[src/design/pti_pkg.sv]
// Shared types, field widths and constants for the pedestal time interpolator.
package pti_pkg;

    // Field widths of the command and result ports
    localparam int CMD_W      = 2;
    localparam int SLOT_W     = 6;
    localparam int CHAN_W     = 9;
    localparam int STAMP_W    = 32;
    localparam int VALUE_W    = 16;
    localparam int PED_W      = 16;
    localparam int INDEX_W    = 6;
    localparam int WEIGHT_W   = 16;
    localparam int CFG_IDX_W  = 2;
    localparam int CFG_DATA_W = 7;

    // Defaults for the top-level parameters
    localparam int TIME_POINTS_DEF = 64;
    localparam int CHANNELS_DEF    = 512;
    localparam int STAMP_BITS_DEF  = 32;

    // Arithmetic constants
    localparam logic [WEIGHT_W-1:0] ONE_Q15      = 16'h8000;
    localparam logic [PED_W-1:0]    STATIC_RESET = 16'd5120;   // 20 dc, 8 fractional bits
    localparam logic [32:0]         ROUND_HALF   = 33'd16384;
    localparam int                  Q15_STEPS    = 16;

    // Configuration register indexes
    localparam logic [CFG_IDX_W-1:0] CFG_SLICES_HIGH = 2'd0;
    localparam logic [CFG_IDX_W-1:0] CFG_SLICES_LOW  = 2'd1;
    localparam logic [CFG_IDX_W-1:0] CFG_POINTS      = 2'd2;

    typedef enum logic [CMD_W-1:0] {
        CMD_LOAD_TIME   = 2'd0,
        CMD_LOAD_SLICE  = 2'd1,
        CMD_LOAD_STATIC = 2'd2,
        CMD_QUERY       = 2'd3
    } cmd_t;

    typedef enum logic [3:0] {
        ST_CLEAR,
        ST_IDLE,
        ST_SCAN,
        ST_PICK,
        ST_T2,
        ST_DIV,
        ST_RD1,
        ST_RD2,
        ST_MUL,
        ST_SUM,
        ST_STATIC
    } state_t;

endpackage

[src/design/pti_div.sv]
// Restoring-style Q1.15 ratio unit: round(num / den), one quotient bit per cycle.
module pti_div #(
    parameter int WIDTH = 32
) (
    input  logic                          clk,
    input  logic                          rst_n,
    input  logic                          go,
    input  logic [WIDTH-1:0]              num,
    input  logic [WIDTH-1:0]              den,
    output logic                          done,
    output logic [pti_pkg::WEIGHT_W-1:0]  ratio
);

    import pti_pkg::*;

    localparam int CNT_W = $clog2(Q15_STEPS);

    logic                busy_reg, busy_next;
    logic                done_reg, done_next;
    logic [CNT_W-1:0]    cnt_reg, cnt_next;
    logic [WIDTH-1:0]    r_reg, r_next;
    logic [WIDTH-1:0]    b_reg, b_next;
    logic [WEIGHT_W-1:0] q_reg, q_next;
    logic [WEIGHT_W-1:0] ratio_reg, ratio_next;
    logic [WIDTH-1:0]    gap;
    logic [WEIGHT_W:0]   q_round;

    always_comb
    begin
        busy_next  = busy_reg;
        done_next  = 1'b0;
        cnt_next   = cnt_reg;
        r_next     = r_reg;
        b_next     = b_reg;
        q_next     = q_reg;
        ratio_next = ratio_reg;
        gap        = b_reg - r_reg;
        q_round    = '0;

        if (go)
        begin
            if (num >= den)
            begin
                // ratio of one or more: clamp
                ratio_next = ONE_Q15;
                done_next  = 1'b1;
            end
            else
            begin
                busy_next = 1'b1;
                cnt_next  = '0;
                r_next    = num;
                b_next    = den;
                q_next    = '0;
            end
        end
        else if (busy_reg)
        begin
            // remainder stays below den, so neither branch overflows WIDTH
            if (r_reg >= gap)
            begin
                r_next = r_reg - gap;
                q_next = {q_reg[WEIGHT_W-2:0], 1'b1};
            end
            else
            begin
                r_next = r_reg + r_reg;
                q_next = {q_reg[WEIGHT_W-2:0], 1'b0};
            end
            cnt_next = cnt_reg + 1'b1;
            if (cnt_reg == CNT_W'(Q15_STEPS - 1))
            begin
                busy_next  = 1'b0;
                done_next  = 1'b1;
                q_round    = {1'b0, q_next} + 1'b1;
                ratio_next = q_round[WEIGHT_W:1];
            end
        end
    end

    always_ff @(posedge clk or negedge rst_n)
    begin
        if (!rst_n)
        begin
            busy_reg <= 1'b0;
            done_reg <= 1'b0;
            cnt_reg  <= '0;
        end
        else
        begin
            busy_reg <= busy_next;
            done_reg <= done_next;
            cnt_reg  <= cnt_next;
        end
    end

    always_ff @(posedge clk)
    begin
        r_reg     <= r_next;
        b_reg     <= b_next;
        q_reg     <= q_next;
        ratio_reg <= ratio_next;
    end

    assign done  = done_reg;
    assign ratio = ratio_reg;

endmodule

[config.mk]
export PLATFORM = sky130hd
export DESIGN_NAME = pti_div
export DESIGN_NICKNAME = d
export VERILOG_FILES = /design/src/design/pti_pkg.sv /design/src/design/pti_div.sv
export SDC_FILE = /design/constraint.sdc
export NUM_CORES = 1
export LEC_CHECK = 0
export ABC_AREA = 1
export BUFFER_PORTS_ARGS = -buffer_cell sky130_fd_sc_hd__buf_2
export CAP_MARGIN = 20
export CORE_ASPECT_RATIO = 0.8
export CORE_UTILIZATION = 60
export DETAILED_ROUTE_END_ITERATION = 12
export GPL_TIMING_DRIVEN = 0
export MAX_ROUTING_LAYER = met4
export PLACE_DENSITY = 0.91
export SLEW_MARGIN = 20
export SYNTH_ARGS = -nofsm -noshare
export SYNTH_HDL_FRONTEND = slang
export SYNTH_SLANG_ARGS = --single-unit
[constraint.sdc]
create_clock -name clk -period 6 [get_ports clk]
set_input_delay 1.8 -clock clk [delete_from_list [all_inputs] [get_ports clk]]
set_output_delay 1.8 -clock clk [all_outputs]
set_load 0.02 [all_outputs]
==> flow_summary_export.csv <==
group,metric,value,unit
floorplanning,die_h,112.7,um
clock_network,cts_sinks,101,
sta,slew_headroom,36.37,%
global_route,antenna_found_initial,0,
global_route,grt_pass1_wl,41720,um
global_route,grt_max_degree,33,
logic_synthesis,syn-cell-area,0.009193,mm^2
logic_synthesis,yosysSeqAreaShare,32.67,%
setup_path,slowest_delay,0.42,ns
floorplanning,initial_utilization,61.22,%
sta,period_share,90.43,%
detailed_routing,routed_wl,26700,um
sta,hold_viol,0,
logic_synthesis,synth.distinct_cells,39,
detailed_routing,drtPass1Iterations,6,
detailed_routing,viasPerCell,5.783,
setup_path,arrival,5.51,ns
placement,dp.cells,1539,
setup_path,crit_fanout,10,
finish,final_common_cell,"nand2_1",
setup_path,crit_top_cell,"nand2_1",
detailed_routing,route.detailed.drc,0,
setup_path,cp_slowest_cell,"a21boi_0",
finish,drive_above_1_share,10.32,%
setup_path,start_kind,"flip-flop",
floorplanning,rows,40,
clock_network,clockBufferDepth,2,
status,status,"completed",
logic_synthesis,synth_ff_type,"edfxtp_1",
logic_synthesis,yosys_warnings,0,
floorplanning,die_w,140.4,um
clock_network,cts_htree_levels,3,
finish,n_antenna_cell,0,
sta,slew_violations,0,
finish,instances_no_fill,1555,
floorplanning,core_area,0.01501,mm^2
setup_path,end_kind,"flip-flop",
clock_network,cts_tree,"done",
placement,hpwl,22030,um
clock_network,root_buffer,"clkbuf_16",
clock_network,cts_resized,0,
sta,fmax,0.1843,GHz
logic_synthesis,async_flop_share,5.941,%
logic_synthesis,netlist_instances,1265,
sta,rsz0062_at_grt,"false",
sta,layout_min_cycle_time,5.426,ns
setup_path,crit_required,6.08,ns
global_route,grt_pass1_vias,8287,
clock_network,hold_buffers,0,
placement,gp_congestion,0.9660,
finish,layout_common_cells,"nand2_1, inv_1, nor2_1, a21oi_1, ha_1",
finish,nets,1527,
logic_synthesis,syn-num-nets,1431,
global_route,grt-ovfl-total,0,
sta,fin_setup_tns,0,ns
finish,area_delta_synth_final,11.26,%
clock_network,clock_latency,0.37,ns
clock_network,cts.clk_slew.worst_paths,0.08,ns
setup_path,critical_path_class,"flip-flop to flip-flop",
detailed_routing,ant_nets,0,
detailed_routing,first_iter_violations,982,
logic_synthesis,synth-seq-cells,101,
sta,hold_slack,0.5326,ns
clock_network,post-cts-setup-buffer-count,0,
finish,fin_util,68.12,%
hold_path,hold_class,"flip-flop to flip-flop",
floorplanning,dieArea,0.01582,mm^2
global_route,grtUsageTotal,35.55,%
logic_synthesis,synth_edf_count,95,
job,cap_violations,0,
clock_network,numCtsBuffers,9,
sta,worst_slew_pin_slew,0.9544,ns
detailed_routing,vias,8993,
placement,io_buffers,82,
sta,setup_viol,0,
floorplanning,io_pins,84,
sta,finalClockSkew,0.01155,ns
logic_synthesis,avgSynthCellArea,7.267,um^2
detailed_routing,routedWlPerCell,17.17,um
[metrics by stage]
stage / area [um^2] / setup slack [ns]
floorplan: 9193 / 1.650
global placement: 9839 / 0.4082
detailed placement: 9908 / 0.7304
CTS: 10230 / 0.7039
global route: 10230 / 0.2040
finish: 10230 / 0.5743
[routing by layer]
layer / routed length [um] / vias to the layer above / track usage [%] / share of wire, %
met5: 0 / - / - / 0
li1: - / 4384 / - / -
met4: 689 / 0 / 11.58 / 2.6
met3: 2712 / 47 / 5.798 / 10
met1: 12330 / 4095 / 50.66 / 46
met2: 10970 / 467 / 51.47 / 41
[cell type report]
type | count | area, um^2
Multi-Input combinational cell | 957 | 5370
Timing Repair Buffer | 85 | 473.0
Tap cell | 189 | 236.5
Clock inverter | 7 | 93.84
Fill cell | 1320 | 4787
Sequential cell | 101 | 3003
Buffer | 17 | 112.6
Clock buffer | 9 | 225.2
Inverter | 190 | 713.2
[path summary, 6_finish.rpt]
kind / start / endpoint / slack (ns) / cells after the start
setup / recovery: r_reg[2]$_DFFE_PP_ / ratio[13]$_SDFFCE_PP0P_ / 0.57 / 29
hold / removal: busy_reg$_DFFE_PN0P_ / busy_reg$_DFFE_PN0P_ / 0.53 / 2
setup reg to reg: r_reg[2]$_DFFE_PP_ / ratio[13]$_SDFFCE_PP0P_ / 0.57 / 29
hold reg to reg: busy_reg$_DFFE_PN0P_ / busy_reg$_DFFE_PN0P_ / 0.53 / 2
max in group asynchronous: rst_n / busy_reg$_DFFE_PN0P_ / 4.63 / 1
min in group asynchronous: rst_n / cnt_reg[3]$_DFFE_PN0P_ / 1.24 / 1
[cells in the mapped netlist, types with 6 or more instances]
master,count,area share [%]
a21o_1,8,0.65
a21oi_1,104,5.7
clkbuf_1,8,0.33
dfrtp_1,6,1.6
edfxtp_1,95,31
ha_1,97,13
inv_1,188,7.7
nand2_1,343,14
nand2_2,6,0.41
nand3_1,65,3.5
nand4_1,14,0.95
nor2_1,121,4.9
nor3_1,18,0.98
nor4_1,6,0.41
o211ai_1,6,0.49
o21a_1,6,0.49
o21ai_0,54,2.9
o21ai_1,18,0.98
o21ai_2,12,1.1
o21bai_1,8,0.65
xnor2_1,31,3.0
xor2_1,14,1.3
[critical path, delay by kind of cell (launching register included)]
kind / cells / cell delay, ns
flip-flops: 1 / 0.40
AO/OA/AOI/OAI: 3 / 0.75
buffers and inverters: 3 / 0.41
AND/OR/NAND/NOR: 20 / 2.64
adder cells (fa/ha/maj): 3 / 0.95
[cells by family (layout without fill, tap and decap cells)]
kind of cell               Yosys count  count (layout)  share of synthesized area (%)
and+or+nand+nor                    587             587                          26.64
AOI/OAI and AO/OA                  226             226                          13.79
buffers and inverters              207             308                          8.983
DFF                                101             101                          32.67
adders and majority gates           99              99                          13.64
xor gates and xnor gates            45              45                          4.287
Power is not shown: default switching activity piles up to over one toggle a cycle in this logic, so the estimate is an artifact.
